===== src/hdl/qcig_pkg.sv =====
// Package for the quality context index generator.
// Holds the register index codes, the field widths and the root bucket table.
// No dependencies.
package qcig_pkg;

    localparam int CfgIdxW  = 4;
    localparam int CfgDataW = 16;
    localparam int CtxW     = 16;

    typedef enum logic [CfgIdxW-1:0] {
        CFG_QUAL_CTX_BITS   = 4'd0,
        CFG_QUAL_CTX_SHIFT  = 4'd1,
        CFG_POS_CTX_BITS    = 4'd2,
        CFG_POS_CTX_SHIFT   = 4'd3,
        CFG_DELTA_CTX_BITS  = 4'd4,
        CFG_DELTA_CTX_SHIFT = 4'd5,
        CFG_FIELD_OFFSETS   = 4'd6,
        CFG_STRAND_ENABLE   = 4'd7
    } cfg_index_t;

    localparam logic [3:0]  QualCtxBitsRst   = 4'd10;
    localparam logic [3:0]  QualCtxShiftRst  = 4'd5;
    localparam logic [3:0]  PosCtxBitsRst    = 4'd4;
    localparam logic [3:0]  PosCtxShiftRst   = 4'd0;
    localparam logic [3:0]  DeltaCtxBitsRst  = 4'd2;
    localparam logic [3:0]  DeltaCtxShiftRst = 4'd1;
    localparam logic [15:0] FieldOffsetsRst  = 16'h09AE;

    localparam logic [7:0]  ChangeCountMax   = 8'd255;
    localparam logic [5:0]  RootIndexMax     = 6'd63;

    // Mask of the low 'bits' bits; a width of zero gives an empty mask.
    function automatic logic [CtxW-1:0] low_mask(input logic [3:0] bits);
        return (CtxW'(1) << bits) - CtxW'(1);
    endfunction

    // Square-root-like bucket of the scaled change count.
    function automatic logic [2:0] root_bucket(input logic [5:0] idx);
        logic [2:0] b;
        if (idx == 6'd0)
            b = 3'd0;
        else if (idx < 6'd4)
            b = 3'd1;
        else if (idx < 6'd9)
            b = 3'd2;
        else if (idx < 6'd16)
            b = 3'd3;
        else if (idx < 6'd25)
            b = 3'd4;
        else if (idx < 6'd36)
            b = 3'd5;
        else if (idx < 6'd49)
            b = 3'd6;
        else
            b = 3'd7;
        return b;
    endfunction

endpackage


===== src/hdl/qcig_if.sv =====
// Channel interfaces of the quality context index generator.
// Depends on qcig_pkg for widths.
interface qcig_item_if;
    logic        valid;
    logic        ready;
    logic        read_start;
    logic [31:0] read_length;
    logic [7:0]  quality;
    logic [7:0]  symbol;
    logic        strand;

    modport source (output valid, read_start, read_length, quality, symbol, strand,
                    input ready);
    modport sink   (input valid, read_start, read_length, quality, symbol, strand,
                    output ready);
endinterface

interface qcig_result_if;
    logic                       valid;
    logic                       ready;
    logic [qcig_pkg::CtxW-1:0]  context_index;

    modport source (output valid, context_index, input ready);
    modport sink   (input valid, context_index, output ready);
endinterface

interface qcig_cfg_if;
    logic                          valid;
    logic                          ready;
    logic [qcig_pkg::CfgIdxW-1:0]  index;
    logic [qcig_pkg::CfgDataW-1:0] data;

    modport source (output valid, index, data, input ready);
    modport sink   (input valid, index, data, output ready);
endinterface


===== src/hdl/quality_context_index_generator_top.sv =====
// Top level of the quality context index generator.
// Depends on qcig_pkg and the channel interfaces in qcig_if.sv.
//
//  channel   role    payload
//  -------   -----   ---------------------------------------------------
//  items     sink    read_start, read_length, quality, symbol, strand
//  results   source  context_index
//  cfg       sink    index, data (register write, always ready)
//
// One item is accepted per cycle unless the result is stalled; its result
// appears in the output register on the next cycle. The combinational context
// update between the state registers sets that rate. A new item is taken
// whenever the output register is empty or being drained. Reset clears all
// state but the output context, loads the register defaults; no clearing pass.
module quality_context_index_generator_top #(
    parameter int POSITION_LIMIT = 1024
) (
    input  logic            clk,
    input  logic            rst_n,
    qcig_item_if.sink       items,
    qcig_result_if.source   results,
    qcig_cfg_if.sink        cfg
);
    import qcig_pkg::*;

    localparam int PosW = $clog2(POSITION_LIMIT);
    localparam logic [PosW-1:0] PosMax = PosW'(POSITION_LIMIT - 1);

    logic [3:0]  qual_ctx_bits_reg, qual_ctx_shift_reg;
    logic [3:0]  pos_ctx_bits_reg, pos_ctx_shift_reg;
    logic [3:0]  delta_ctx_bits_reg, delta_ctx_shift_reg;
    logic [15:0] field_offsets_reg;
    logic        strand_enable_reg;

    logic [15:0] history_reg, history_next;
    logic [7:0]  change_count_reg, change_count_next;
    logic [7:0]  previous_quality_reg;
    logic [31:0] remaining_reg, remaining_next;
    logic [15:0] pending_context_reg, pending_context_next;

    logic             out_valid_reg;
    logic [CtxW-1:0]  out_context_reg;

    logic        accept;
    logic [15:0] hist_eff;
    logic [7:0]  change_eff, prev_eff;
    logic [31:0] rem_eff;
    logic [15:0] pending_eff;
    logic [PosW-1:0] pos_clamped;
    logic [15:0] pbucket_raw, pbucket, pmask;
    logic [7:0]  didx_raw;
    logic [5:0]  didx;
    logic [15:0] dbucket_raw, dbucket, dmask;
    logic [15:0] part_hist, part_pos, part_strand, part_delta;

    assign cfg.ready     = 1'b1;
    assign items.ready   = !out_valid_reg || results.ready;
    assign accept        = items.valid && items.ready;
    assign results.valid = out_valid_reg;
    assign results.context_index = out_context_reg;

    always_ff @(posedge clk or negedge rst_n)
    begin
        if (!rst_n)
        begin
            qual_ctx_bits_reg   <= QualCtxBitsRst;
            qual_ctx_shift_reg  <= QualCtxShiftRst;
            pos_ctx_bits_reg    <= PosCtxBitsRst;
            pos_ctx_shift_reg   <= PosCtxShiftRst;
            delta_ctx_bits_reg  <= DeltaCtxBitsRst;
            delta_ctx_shift_reg <= DeltaCtxShiftRst;
            field_offsets_reg   <= FieldOffsetsRst;
            strand_enable_reg   <= 1'b0;
        end
        else if (cfg.valid && cfg.ready)
        begin
            case (cfg.index)
                CFG_QUAL_CTX_BITS:   qual_ctx_bits_reg   <= cfg.data[3:0];
                CFG_QUAL_CTX_SHIFT:  qual_ctx_shift_reg  <= cfg.data[3:0];
                CFG_POS_CTX_BITS:    pos_ctx_bits_reg    <= cfg.data[3:0];
                CFG_POS_CTX_SHIFT:   pos_ctx_shift_reg   <= cfg.data[3:0];
                CFG_DELTA_CTX_BITS:  delta_ctx_bits_reg  <= cfg.data[3:0];
                CFG_DELTA_CTX_SHIFT: delta_ctx_shift_reg <= cfg.data[3:0];
                CFG_FIELD_OFFSETS:   field_offsets_reg   <= cfg.data;
                CFG_STRAND_ENABLE:   strand_enable_reg   <= cfg.data[0];
                default: ;
            endcase
        end
    end

    // A read start clears the history and loads the new length before the
    // item is folded in, so its own result is context zero.
    always_comb
    begin
        hist_eff    = items.read_start ? 16'd0 : history_reg;
        change_eff  = items.read_start ? 8'd0 : change_count_reg;
        prev_eff    = items.read_start ? 8'd0 : previous_quality_reg;
        rem_eff     = items.read_start ? items.read_length : remaining_reg;
        pending_eff = items.read_start ? 16'd0 : pending_context_reg;

        history_next = (hist_eff << qual_ctx_shift_reg) + {8'd0, items.symbol};
        part_hist    = (history_next & low_mask(qual_ctx_bits_reg))
                       << field_offsets_reg[15:12];

        pos_clamped = (rem_eff < 32'(PosMax)) ? rem_eff[PosW-1:0] : PosMax;
        pbucket_raw = 16'(pos_clamped) >> pos_ctx_shift_reg;
        pmask       = low_mask(pos_ctx_bits_reg);
        pbucket     = (pbucket_raw > pmask) ? pmask : pbucket_raw;
        part_pos    = pbucket << field_offsets_reg[7:4];

        part_strand = (strand_enable_reg && items.strand)
                      ? (16'd1 << field_offsets_reg[11:8]) : 16'd0;

        didx_raw    = change_eff >> delta_ctx_shift_reg;
        didx        = (didx_raw > 8'(RootIndexMax)) ? RootIndexMax : didx_raw[5:0];
        dbucket_raw = {13'd0, root_bucket(didx)};
        dmask       = low_mask(delta_ctx_bits_reg);
        dbucket     = (dbucket_raw > dmask) ? dmask : dbucket_raw;
        part_delta  = dbucket << field_offsets_reg[3:0];

        pending_context_next = part_hist + part_pos + part_strand + part_delta;

        change_count_next = (items.quality != prev_eff && change_eff != ChangeCountMax)
                            ? change_eff + 8'd1 : change_eff;
        remaining_next    = (rem_eff != 32'd0) ? rem_eff - 32'd1 : 32'd0;
    end

    always_ff @(posedge clk or negedge rst_n)
    begin
        if (!rst_n)
        begin
            history_reg          <= '0;
            change_count_reg     <= '0;
            previous_quality_reg <= '0;
            remaining_reg        <= '0;
            pending_context_reg  <= '0;
        end
        else if (accept)
        begin
            history_reg          <= history_next;
            change_count_reg     <= change_count_next;
            previous_quality_reg <= items.quality;
            remaining_reg        <= remaining_next;
            pending_context_reg  <= pending_context_next;
        end
    end

    always_ff @(posedge clk or negedge rst_n)
    begin
        if (!rst_n)
            out_valid_reg <= 1'b0;
        else if (accept)
            out_valid_reg <= 1'b1;
        else if (results.ready)
            out_valid_reg <= 1'b0;
    end

    always_ff @(posedge clk)
    begin
        if (accept)
            out_context_reg <= pending_eff;
    end

    // The first item of a read is always answered with context zero.
    a_start_zero: assert property (@(posedge clk) disable iff (!rst_n)
        accept && items.read_start |=> out_context_reg == 16'd0)
        else $error("read start did not give context zero");

    // A waiting result blocks new items.
    a_stall_blocks: assert property (@(posedge clk) disable iff (!rst_n)
        out_valid_reg && !results.ready |-> !items.ready)
        else $error("item accepted while result stalled");

    // Within a read the change count never falls.
    a_change_mono: assert property (@(posedge clk) disable iff (!rst_n)
        accept && !items.read_start |=> change_count_reg >= $past(change_count_reg))
        else $error("change count decreased within a read");

    // Within a read the remaining count steps down by one until it reaches zero.
    a_remaining_step: assert property (@(posedge clk) disable iff (!rst_n)
        accept && !items.read_start && remaining_reg != 32'd0
        |=> remaining_reg == $past(remaining_reg) - 32'd1)
        else $error("remaining count did not step down");

    // The stored context only moves when an item is transferred.
    a_pending_hold: assert property (@(posedge clk) disable iff (!rst_n)
        !accept |=> $stable(pending_context_reg))
        else $error("pending context changed without a transfer");

endmodule


===== src/flat_wrapper.sv =====
// flat-port wrapper written by rule: the top's interface ports become plain ports
module quality_context_index_generator_top_flat import qcig_pkg::*;
#(
    parameter int POSITION_LIMIT = 1024
)
  (clk, rst_n, items_valid, items_read_start, items_read_length, items_quality, items_symbol, items_strand, items_ready, results_valid, results_context_index, results_ready, cfg_valid, cfg_index, cfg_data, cfg_ready);
  qcig_item_if items_i ();
  qcig_result_if results_i ();
  qcig_cfg_if cfg_i ();
  input  logic clk;
  input  logic rst_n;
  input wire logic [$bits(items_i.valid)-1:0] items_valid;
  input wire logic [$bits(items_i.read_start)-1:0] items_read_start;
  input wire logic [$bits(items_i.read_length)-1:0] items_read_length;
  input wire logic [$bits(items_i.quality)-1:0] items_quality;
  input wire logic [$bits(items_i.symbol)-1:0] items_symbol;
  input wire logic [$bits(items_i.strand)-1:0] items_strand;
  output wire logic [$bits(items_i.ready)-1:0] items_ready;
  output wire logic [$bits(results_i.valid)-1:0] results_valid;
  output wire logic [$bits(results_i.context_index)-1:0] results_context_index;
  input wire logic [$bits(results_i.ready)-1:0] results_ready;
  input wire logic [$bits(cfg_i.valid)-1:0] cfg_valid;
  input wire logic [$bits(cfg_i.index)-1:0] cfg_index;
  input wire logic [$bits(cfg_i.data)-1:0] cfg_data;
  output wire logic [$bits(cfg_i.ready)-1:0] cfg_ready;
  assign items_i.valid = items_valid;
  assign items_i.read_start = items_read_start;
  assign items_i.read_length = items_read_length;
  assign items_i.quality = items_quality;
  assign items_i.symbol = items_symbol;
  assign items_i.strand = items_strand;
  assign items_ready = items_i.ready;
  assign results_valid = results_i.valid;
  assign results_context_index = results_i.context_index;
  assign results_i.ready = results_ready;
  assign cfg_i.valid = cfg_valid;
  assign cfg_i.index = cfg_index;
  assign cfg_i.data = cfg_data;
  assign cfg_ready = cfg_i.ready;
  quality_context_index_generator_top #(.POSITION_LIMIT(POSITION_LIMIT)) u_core (.clk(clk), .rst_n(rst_n), .items(items_i), .results(results_i), .cfg(cfg_i));
endmodule

===== config.mk =====
export PLATFORM = sky130hd
export DESIGN_NAME = quality_context_index_generator_top_flat
export DESIGN_NICKNAME = d
export VERILOG_FILES = /design/src/hdl/qcig_pkg.sv /design/src/hdl/qcig_if.sv /design/src/hdl/quality_context_index_generator_top.sv /design/src/flat_wrapper.sv
export SDC_FILE = /design/constraint.sdc
export NUM_CORES = 1
export LEC_CHECK = 0
export BUFFER_PORTS_ARGS = -buffer_cell sky130_fd_sc_hd__clkbuf_2
export CAP_MARGIN = 5
export CORE_MARGIN = 5
export CORE_UTILIZATION = 56
export DETAILED_ROUTE_END_ITERATION = 12
export PLACE_DENSITY = 0.78
export SKIP_LAST_GASP = 1
export SYNTH_ARGS = -nofsm -noshare
export SYNTH_HDL_FRONTEND = slang
export SYNTH_SLANG_ARGS = --single-unit

===== constraint.sdc =====
create_clock -name clk -period 7.9 [get_ports clk]
set_input_delay 1.58 -clock clk [delete_from_list [all_inputs] [get_ports clk]]
set_output_delay 1.58 -clock clk [all_outputs]
set_load 0.03 [all_outputs]

==> impl_metrics.tcl, run 1 <==
set metrics [dict create \
    cts.clk_slew.worst_paths_ns 0.07 \
    drt_iter0_drc 1195 \
    postSynth.topFlopCell "sky130_fd_sc_hd__dfrtp_1" \
    final-hold-violation-count 0 \
    dpl-instance-area_mm2 0.0146 \
    clock_tree_from_tritoncts "built" \
    hold_path_depth 2 \
    min_period_ns 8.49 \
    share_comb_of_total_power_pct 60.6 \
    syn_to_final_growth_pct 22.3 \
    syn_nets 1648 \
    synth-seq-area-share_pct 27.2 \
    syn_avg_cell_area_um2 8.63 \
    clock_tree.buffer_depth 2 \
    wl_per_cell_um 18.1 \
    pwr-share-clk_pct 16.3 \
    worst_path_max_delay_cell "sky130_fd_sc_hd__fa_1" \
    post_route_cells_drive_above_1_share_pct 28.6 \
    dr_total_vias 12183 \
    final_max_slew_viol_count 0 \
    min_to "u_core.pending_context_reg[9]" \
    drv_cap 0 \
    preCtsSetupSlack_ns -1.22 \
    synthesis.instances 1500 \
    skew_ns 0.0115 \
    cts_made_buffers 17 \
    hp-start "u_core.pending_context_reg[9]" \
    synth-warning-count 0 \
    antenna_cells 0 \
    yosys.area.top_type "sky130_fd_sc_hd__dfrtp_1" \
    cts-htree-levels 4 \
    worst_reg_to_reg_path_cell_count 35 \
    max_reg_flops 32 \
    irDropWorstVdd_uv 194 \
    drt-pass1-iter-count 6 \
    placement_rows 55 \
    antenna_found_initial 0 \
    design.die.area_mm2 0.0263 \
    place.port_buffers 92 \
    worst-path-buf-inv 12 \
    reg2reg_slack_ns 0.22 \
    status "finished with violations" \
    path_delay_family "compound AO/OA/AOI/OAI gates" \
    worst-path-max-fanout 6 \
    cts.sink_count 137 \
    finalNetCount 1843 \
    maximum_number_of_pins_on_one_net_before_global_route_repair 69 \
    power_switching_uw 2170 \
    start_util_pct 57.0 \
    clk_latency_ns 0.42 \
    final_design_area_no_fill_mm2 0.0158 \
    worst_setup_path_start_kind "input port" \
    yosysUniqueCellTypes 98 \
    power.static_leakage_uw 0.00691 \
    first_global_vias 11864 \
    worst-endpoint-required_ns 8.21 \
    synth.cell_area_mm2 0.0129 \
    hold_class "reg -> reg" \
    layout_worst_path_cycle_share_pct 108 \
    rsz0062_at_grt "yes" \
    ctsHoldBuffers 0 \
    vias_per_cell 6.11 \
    setup-violations-final 6 \
    grt_remaining_overflow 0 \
    synth_enable_flop_cells 16 \
    rr_startpoint "u_core.pos_ctx_bits_reg[3]" \
    switching_share_pct 42.2 \
    max_slew_margin_pct 36.2 \
    final.fill_count 1771 \
    p_seq_share_pct 23.2 \
    fp.dieW_um 162 \
    place_hpwl_um 26100 \
    drc_errors 0 \
    netlist.area_leader.share_pct 20.7 \
    core_area_mm2 0.0227 \
    slowest_delay_ns 0.53 \
    fmax_ghz 0.118 \
    timing.final.ws_setup_ns -0.593 \
    cts-root-buf "sky130_fd_sc_hd__clkbuf_16" \
    max_slew.worst_pin.slew_ns 0.957 \
    timing.critical_path.mode_cell "sky130_fd_sc_hd__buf_4" \
    report.power.total_uw 5150 \
    worst_ep_arrival_time_ns 8.80 \
    layout.cells.most_common_list "sky130_fd_sc_hd__buf_4, sky130_fd_sc_hd__nand2_1, sky130_fd_sc_hd__nor2_1, sky130_fd_sc_hd__dfrtp_1, sky130_fd_sc_hd__clkbuf_2" \
    violations "negative setup slack" \
    die_height_um 162 \
    cell_internal_pwr_uw 2970 \
    final_antenna_net_count 0 \
    grt_usage_pct 27.1 \
    crit-reg2reg-capture "u_core.pending_context_reg[15]" \
    timing.setup.critical_path_class "in -> reg" \
    pwr_density_cell_mw_per_mm2 325 \
    grt_first_pass_wirelength_um 59000 \
    async_set_or_reset_flop_fraction_in_the_synthesized_netlist_pct 88.3 \
    wl_um 36000 \
    boundaryPins 94 \
    synth_top_cells_by_area "sky130_fd_sc_hd__dfrtp_1, sky130_fd_sc_hd__mux2i_1, sky130_fd_sc_hd__fa_1" \
    postSynthRegisterBits 137 \
    routabilityCongestion 0.949 \
    commonest_non_fill_non_tap_cell_in_the_layout "sky130_fd_sc_hd__buf_4" \
    worst_setup_path_end_kind "flip-flop" \
    final.hold.worst_slack_ns 0.467 \
]
[cells by family after synthesis]
logic type	count (synthesis)	synth area share, %
AND/OR/NAND/NOR	576	22.3
multiplexers	145	14.0
flip-flops	137	27.2
buffers and inverters	171	5.52
AO/OA/AOI/OAI	337	17.9
adder cells (fa/ha/maj)	73	8.86
other	1	0.0290
XOR/XNOR	60	4.17
[metrics by stage]
| step | setup TNS, ns | util, % | cells |
|---|---|---|---|
| 5_1_grt | -3.94 | 69.7 | 1993 |
| 4_1_cts | -1.64 | 68.7 | 1991 |
| 2_1_floorplan | -1.86 | - | 1500 |
| 3_3_place_gp | -5.51 | 64.2 | 1928 |
| 6_report | -1.70 | 69.7 | 1993 |
| 3_5_place_dp | -7.40 | 64.2 | 1928 |
[worst max path at each step]
stage                                 from                             end  slack [ns]  depth (start not counted)
after floorplan           items_read_start  u_core.pending_context_reg[15]       -0.66                         30
after global placement    items_read_start  u_core.pending_context_reg[15]       -1.02                         34
after detailed placement  items_read_start  u_core.pending_context_reg[15]       -1.22                         34
after CTS                 items_read_start  u_core.pending_context_reg[15]       -0.54                         35
after global routing      items_read_start  u_core.pending_context_reg[15]       -0.89                         38
final                     items_read_start  u_core.pending_context_reg[15]       -0.59                         38
[repair_timing]
item,CTS,global route
endpoints found under the setup margin,8,11
gates resized for setup,43,43
pin swaps,45,47
buffers inserted,32,8
[cells in the mapped netlist (11+ instances only)]
cell type / instances
sky130_fd_sc_hd__a211oi_1: 12
sky130_fd_sc_hd__a21oi_1: 68
sky130_fd_sc_hd__a22o_1: 31
sky130_fd_sc_hd__and2_1: 12
sky130_fd_sc_hd__clkbuf_1: 71
sky130_fd_sc_hd__dfrtp_1: 107
sky130_fd_sc_hd__dfstp_2: 14
sky130_fd_sc_hd__edfxtp_1: 16
sky130_fd_sc_hd__fa_1: 31
sky130_fd_sc_hd__ha_1: 42
sky130_fd_sc_hd__inv_1: 69
sky130_fd_sc_hd__mux2_2: 49
sky130_fd_sc_hd__mux2i_1: 70
sky130_fd_sc_hd__mux4_2: 22
sky130_fd_sc_hd__nand2_1: 163
sky130_fd_sc_hd__nand2b_1: 24
sky130_fd_sc_hd__nand3_1: 30
sky130_fd_sc_hd__nand3b_1: 12
sky130_fd_sc_hd__nor2_1: 132
sky130_fd_sc_hd__nor2b_1: 37
sky130_fd_sc_hd__nor3_1: 61
sky130_fd_sc_hd__nor3b_1: 14
sky130_fd_sc_hd__nor4_1: 11
sky130_fd_sc_hd__o21a_1: 11
sky130_fd_sc_hd__o21ai_0: 81
sky130_fd_sc_hd__o21ai_1: 13
sky130_fd_sc_hd__o31ai_1: 11
sky130_fd_sc_hd__or2_2: 12
sky130_fd_sc_hd__or3_1: 21
sky130_fd_sc_hd__xnor2_1: 40
sky130_fd_sc_hd__xor2_1: 19
[tightest hold or removal path, stage by stage (launching register included)]
cell,delay [ns]
sky130_fd_sc_hd__dfrtp_1,0.34
sky130_fd_sc_hd__nand2_1,0.05
sky130_fd_sc_hd__nand2_1,0.05
[metal layers]
metal | GRT usage, % | routed length (um) | vias up
li1 | - | - | 5807
met1 | 36.8 | 15800 | 5917
met2 | 46.6 | 17800 | 403
met3 | 3.65 | 1990 | 56
met4 | 6.04 | 483 | 0
met5 | 0 | 0 | -
[power by group through the flow]
| stage | logic [uW] | clock network (uW) | registers [uW] |
|---|---|---|---|
| after floorplan | 1960 | 0 | 1030 |
| after global placement | 2660 | 0 | 1180 |
| after detailed placement | 2730 | 0 | 1190 |
| after CTS | 2900 | 851 | 1180 |
| after global routing | 3410 | 883 | 1230 |
| final | 3120 | 837 | 1190 |
[layout make-up]
class                      count  area [um2]  share of cell area [%]
sequential                   137        3530                    22.3
tap                          285         357                    2.25
inverter                      74         278                    1.76
clock inverter                13         169                    1.07
clock buffer                  19         433                    2.74
timing repair buffer         273        1910                    12.1
multi-input combinational   1192        9160                    57.9
Power figures use the tool's default switching activity.
==> inputs of run 2 (changes only) <==
SETUP_SLACK_MARGIN = 0.02   (was unset)
==> run 2 against run 1 <==
The flow still finishes with violations (negative setup slack). Power about the same. Cell count unchanged. Flip-flop and latch count unchanged. Clock skew decreased by 0.0011 ns. Critical path depth did not move. Sequential share of layout area unchanged. Critical endpoint unchanged. Largest cell class unchanged.
==> impl_metrics.tcl, run 2 (synthesis results as in run 1) <==
set metrics [dict create \
    rsz0062_at_grt "yes" \
    cts.clk_slew.worst_paths_ns 0.07 \
    worst_setup_path_start_kind "input port" \
    slowest_delay_ns 0.53 \
    skew_ns 0.0104 \
    worst-path-max-fanout 6 \
    place_hpwl_um 26100 \
    violations "negative setup slack" \
    drc_errors 0 \
    max_reg_flops 32 \
    dp_cells 1928 \
    fmax_ghz 0.118 \
    drt_iter0_drc 1197 \
    timing.setup.critical_path_class "in -> reg" \
    antenna_found_initial 0 \
    post_route_cells_drive_above_1_share_pct 28.6 \
    hp-start "u_core.pending_context_reg[9]" \
    boundaryPins 94 \
    drt-pass1-iter-count 6 \
    clock_tree_from_tritoncts "built" \
    register_area_mm2 0.00353 \
    worst_ep_arrival_time_ns 8.80 \
    ctsHoldBuffers 0 \
    final_design_area_no_fill_mm2 0.0158 \
    setup-violations-final 6 \
    worst_reg_to_reg_path_cell_count 35 \
    power.static_leakage_uw 0.00691 \
    design.die.area_mm2 0.0263 \
    hold_class "reg -> reg" \
    layout.cells.most_common_list "sky130_fd_sc_hd__buf_4, sky130_fd_sc_hd__nand2_1, sky130_fd_sc_hd__nor2_1, sky130_fd_sc_hd__dfrtp_1, sky130_fd_sc_hd__clkbuf_2" \
    final.fill_count 1771 \
    timing.critical_path.mode_cell "sky130_fd_sc_hd__buf_4" \
    vias_per_cell 6.10 \
    cts_made_buffers 17 \
    die_height_um 162 \
    first_global_vias 11864 \
    fp.dieW_um 162 \
    grt_usage_pct 27.1 \
    max_slew.worst_pin.slew_ns 0.957 \
    maximum_number_of_pins_on_one_net_before_global_route_repair 69 \
    dr_total_vias 12165 \
    wl_um 36000 \
    irDropWorstVdd_uv 194 \
    grt_first_pass_wirelength_um 59000 \
    preCtsSetupSlack_ns -1.22 \
    status "finished with violations" \
    cts.sink_count 137 \
    syn_to_final_growth_pct 22.3 \
    multi_input_comb_area_mm2 0.00916 \
    worst_setup_path_end_kind "flip-flop" \
    antenna_cells 0 \
    finalNetCount 1843 \
    clk_latency_ns 0.43 \
    final-hold-violation-count 0 \
    placement_rows 55 \
    critical_path.startpoint "items_read_start" \
    min_period_ns 8.49 \
    cts-htree-levels 4 \
    rr_startpoint "u_core.pos_ctx_bits_reg[3]" \
    hold_path_depth 2 \
    reg2reg_slack_ns 0.22 \
    min_to "u_core.pending_context_reg[9]" \
    core_area_mm2 0.0227 \
    grt_remaining_overflow 0 \
    max_slew_margin_pct 36.2 \
    final_antenna_net_count 0 \
    clock_tree.buffer_depth 2 \
    layout_worst_path_cycle_share_pct 108 \
    report.power.total_uw 5150 \
    dpl-instance-area_mm2 0.0146 \
    final_cells 1993 \
    cts-root-buf "sky130_fd_sc_hd__clkbuf_16" \
    timing.final.ws_setup_ns -0.593 \
    worst-endpoint-required_ns 8.21 \
    totalNegativeSetupSlack_ns -1.70 \
    wl_per_cell_um 18.1 \
    crit-reg2reg-capture "u_core.pending_context_reg[15]" \
    pwr_density_cell_mw_per_mm2 325 \
    start_util_pct 57.0 \
    place.port_buffers 92 \
    drv_cap 0 \
    commonest_non_fill_non_tap_cell_in_the_layout "sky130_fd_sc_hd__buf_4" \
    final_max_slew_viol_count 0 \
    worst_path_max_delay_cell "sky130_fd_sc_hd__fa_1" \
    routabilityCongestion 0.949 \
]
-- run 2: cell counts in the layout (fill, tap and decap cells not counted) --
Identical to the previous run, type by type.
-- run 2: final cells by class --
cell class	count	share of cell area [%]
Clock buffer	19	2.74
Clock inverter	13	1.07
Inverter	74	1.76
Multi-Input combinational cell	1192	57.9
Sequential cell	137	22.3
Tap cell	285	2.25
Timing Repair Buffer	273	12.1
-- run 2: per-layer routing --
layer  vias to the layer above  GRT usage [%]  routed length [um]
met1                      5913           36.8               15800
met4                         0           6.04                 458
met2                       398           46.6               17800
li1                       5802              -                   -
met5                         -              0                   0
met3                        52           3.65                1960
-- run 2: what timing repair did --
item | in CTS | in global routing
pin swaps | 45 | 47
resized for setup | 43 | 44
setup endpoints to repair | 8 | 11
buffers inserted | 32 | 8
-- run 2: worst max path at each step --
stage	end
floorplan	u_core.pending_context_reg[15]
global placement	u_core.pending_context_reg[15]
global route	u_core.pending_context_reg[15]
CTS	u_core.pending_context_reg[15]
detailed placement	u_core.pending_context_reg[15]
finish	u_core.pending_context_reg[15]
-- run 2: worst max-delay path: cells and delay by family --
family,cells,cell delay [ns]
buffers and inverters,12,1.37
and+or+nand+nor,5,0.78
muxes,4,0.79
adders and majority gates,4,1.76
AOI/OAI and AO/OA,11,2.09
xor gates and xnor gates,2,0.43
-- run 2: metrics by stage --
stage | hold slack (ns) | utilization [%]
finish | 0.467 | 69.7
global route | 0.488 | 69.7
CTS | 0.470 | 68.7
detailed placement | 0.454 | 64.2
global placement | 0.444 | 64.2
floorplan | 0.431 | -
-- run 2: power breakdown --
| group | switching, uW | total, uW | internal [uW] |
|---|---|---|---|
| Sequential | 295 | 1190 | 897 |
| Combinational | 1540 | 3120 | 1570 |
| Clock | 337 | 838 | 500 |
==> inputs of run 3 (changes only) <==
ABC_AREA = 1   (was unset)
GPL_TIMING_DRIVEN = 0   (was unset)
==> run 3 against run 2 <==
The run still ends with negative setup slack left. Register-to-register slack better by 0.42 ns. Synthesized cell count is 25% higher. Clock power is 2% lower. Non-clock buffer count is 2 higher. Sequential power is 16% lower. Critical path type unchanged. Critical endpoint is now u_core.pending_context_reg[14]. Largest power group unchanged.
==> impl_metrics.tcl, run 3 <==
set metrics [dict create \
    syn_to_final_growth_pct 21.6 \
    cts_made_buffers 17 \
    design.die.area_mm2 0.0257 \
    skew_ns 0.0129 \
    syn_nets 2018 \
    first_global_vias 12619 \
    clock_tree.buffer_depth 2 \
    post_route_cells_drive_above_1_share_pct 21.8 \
    place.port_buffers 92 \
    grt_first_pass_wirelength_um 61700 \
    vias_per_cell 5.60 \
    async_set_or_reset_flop_fraction_in_the_synthesized_netlist_pct 88.3 \
    final_antenna_net_count 0 \
    place_hpwl_um 28200 \
    postSynth.topFlopCell "sky130_fd_sc_hd__dfrtp_1" \
    violations "negative setup slack" \
    status "finished with violations" \
    clk_latency_ns 0.43 \
    max_slew.worst_pin.slew_ns 0.824 \
    final-hold-violation-count 0 \
    dp_cells 2248 \
    synth_most_common_cell "sky130_fd_sc_hd__nand2_1" \
    drv_cap 0 \
    reg2reg_slack_ns 0.64 \
    crit-reg2reg-capture "u_core.pending_context_reg[14]" \
    synth_enable_flop_cells 16 \
    core_area_mm2 0.0224 \
    synth.cell_area_mm2 0.0126 \
    pwr_density_cell_mw_per_mm2 280 \
    critPathCapture "u_core.pending_context_reg[14]" \
    placement_rows 55 \
    final_max_slew_viol_count 0 \
    fmax_ghz 0.119 \
    final.fill_count 1911 \
    max_slew_margin_pct 45.1 \
    commonest_non_fill_non_tap_cell_in_the_layout "sky130_fd_sc_hd__nand2_1" \
    finalNetCount 2231 \
    antenna_cells 0 \
    worst_setup_path_end_kind "flip-flop" \
    multi_input_comb_area_mm2 0.00819 \
    min_period_ns 8.40 \
    dr_total_vias 13330 \
    register_area_mm2 0.00353 \
    rsz0062_at_grt "yes" \
    timing.final.ws_setup_ns -0.496 \
    syn_avg_cell_area_um2 6.76 \
    postSynthRegisterBits 137 \
    worst_setup_path_start_kind "input port" \
    critical_path.startpoint "items_read_start" \
    cts.clk_slew.worst_paths_ns 0.07 \
    routabilityCongestion 0.936 \
    hold_class "reg -> reg" \
    grt_usage_pct 29.2 \
    hold_path_depth 2 \
    fp.dieW_um 160 \
    cts-htree-levels 4 \
    rr_startpoint "u_core.pos_ctx_bits_reg[1]" \
    worst-path-max-fanout 10 \
    power.static_leakage_uw 0.00755 \
    max_reg_flops 32 \
    final_cells 2381 \
    synth-seq-area-share_pct 27.9 \
    setup-violations-final 8 \
    worst_path_max_delay_cell "sky130_fd_sc_hd__fa_1" \
    yosysUniqueCellTypes 57 \
    final.hold.worst_slack_ns 0.483 \
    worst_reg_to_reg_path_cell_count 46 \
    drc_errors 0 \
    irDropWorstVdd_uv 204 \
    synth_cell_count_leaders "sky130_fd_sc_hd__nand2_1, sky130_fd_sc_hd__inv_1, sky130_fd_sc_hd__nand3_1, sky130_fd_sc_hd__nor2_1, sky130_fd_sc_hd__o21ai_0" \
    wl_um 38600 \
    preCtsSetupSlack_ns -1.24 \
    maximum_number_of_pins_on_one_net_before_global_route_repair 101 \
    boundaryPins 94 \
    wl_per_cell_um 16.2 \
    antenna_found_initial 0 \
    clock_tree_from_tritoncts "built" \
    layout.cells.most_common_list "sky130_fd_sc_hd__nand2_1, sky130_fd_sc_hd__inv_1, sky130_fd_sc_hd__nand3_1, sky130_fd_sc_hd__nor2_1, sky130_fd_sc_hd__o21ai_0" \
    synth-warning-count 0 \
    drt_iter0_drc 1149 \
    yosys.area.top_type "sky130_fd_sc_hd__dfrtp_1" \
    synth_top_cells_by_area "sky130_fd_sc_hd__dfrtp_1, sky130_fd_sc_hd__nand2_1, sky130_fd_sc_hd__nand3_1" \
    worst-endpoint-required_ns 8.19 \
    worst_ep_arrival_time_ns 8.69 \
    drt-pass1-iter-count 6 \
    cts.sink_count 137 \
    start_util_pct 56.4 \
    cts-root-buf "sky130_fd_sc_hd__clkbuf_16" \
    netlist.area_leader.share_pct 21.2 \
    die_height_um 160 \
    slowest_delay_ns 0.53 \
    layout_worst_path_cycle_share_pct 106 \
    grt_remaining_overflow 0 \
    synthesis.instances 1870 \
    timing.setup.critical_path_class "in -> reg" \
]
[run 3: changes by cell type after synthesis, sizes merged, moves of 37 or more]
cell   before  now
nand3      30  227
mux2       52    0
nor2b      37    0
inv        71  245
nand2     163  484
nor3       61   20
nor2      132  180
o21ai      94  169
mux2i      70    0
[run 3: worst min-delay path by stage]
stage	start	endpoint
2_1_floorplan	u_core.remaining_reg[10]	u_core.remaining_reg[10]
3_3_place_gp	u_core.pending_context_reg[2]	u_core.pending_context_reg[2]
3_5_place_dp	u_core.remaining_reg[22]	u_core.remaining_reg[22]
4_1_cts	u_core.remaining_reg[10]	u_core.remaining_reg[10]
5_1_grt	u_core.remaining_reg[10]	u_core.remaining_reg[10]
6_report	u_core.remaining_reg[11]	u_core.remaining_reg[11]
[run 3: timing repair]
action / in CTS / in global routing
setup buffers: 90 / 19
resized for setup: 58 / 52
hold buffers: 0 / 0
pin swaps: 61 / 53
endpoints found under the setup margin: 9 / 11
[run 3: power breakdown]
part / internal, uW / switching, uW
clock: 456 / 364
sequential: 895 / 108
combinational: 906 / 1580
total: 2260 / 2050
[run 3: cells by family after synthesis]
| group | count (synthesis) | synth area share, % |
|---|---|---|
| xor+xnor | 55 | 3.81 |
| flops | 137 | 27.9 |
| fa+ha+maj | 73 | 9.07 |
| simple gates | 977 | 35.0 |
| buf+inv | 329 | 10.8 |
| other cells | 1 | 0.0297 |
| compound gates | 298 | 13.4 |
[run 3: stage by stage]
step	TNS [ns]	utilization, %	power, uW	cell area, um2
CTS	-1.04	67.1	4150	15100
global placement	-6.81	60.4	3110	13500
detailed placement	-8.61	60.5	3160	13600
finish	-2.68	68.5	4310	15400
floorplan	-0.130	-	2630	12700
global route	-6.55	68.5	4650	15400
[run 3: worst max-delay path: cells and delay by family]
| family | cells | cell delay [ns] |
|---|---|---|
| buffers and inverters | 14 | 1.55 |
| AND/OR/NAND/NOR | 21 | 2.13 |
| XOR/XNOR | 1 | 0.24 |
| adder cells (fa/ha/maj) | 4 | 1.51 |
| AO/OA/AOI/OAI | 13 | 1.69 |
[run 3: layout make-up]
type	instances	area share [%]
multi-input cells	1404	53.3
flip-flops and latches	137	22.9
repair buffers	194	8.52
inverters	248	6.07
plain buffers	81	3.03
clock buffers	18	2.86
well taps	285	2.32
clock inverters	14	0.993
[run 3: per-layer routing]
layer | wire length [um] | share of wire, % | vias up | track usage, %
met1 | 16500 | 43 | 6190 | 39.0
met3 | 2420 | 6.3 | 96 | 4.44
met4 | 1070 | 2.8 | 0 | 9.03
li1 | - | - | 6520 | -
met2 | 18500 | 48 | 524 | 49.2
met5 | 0 | 0 | - | 0
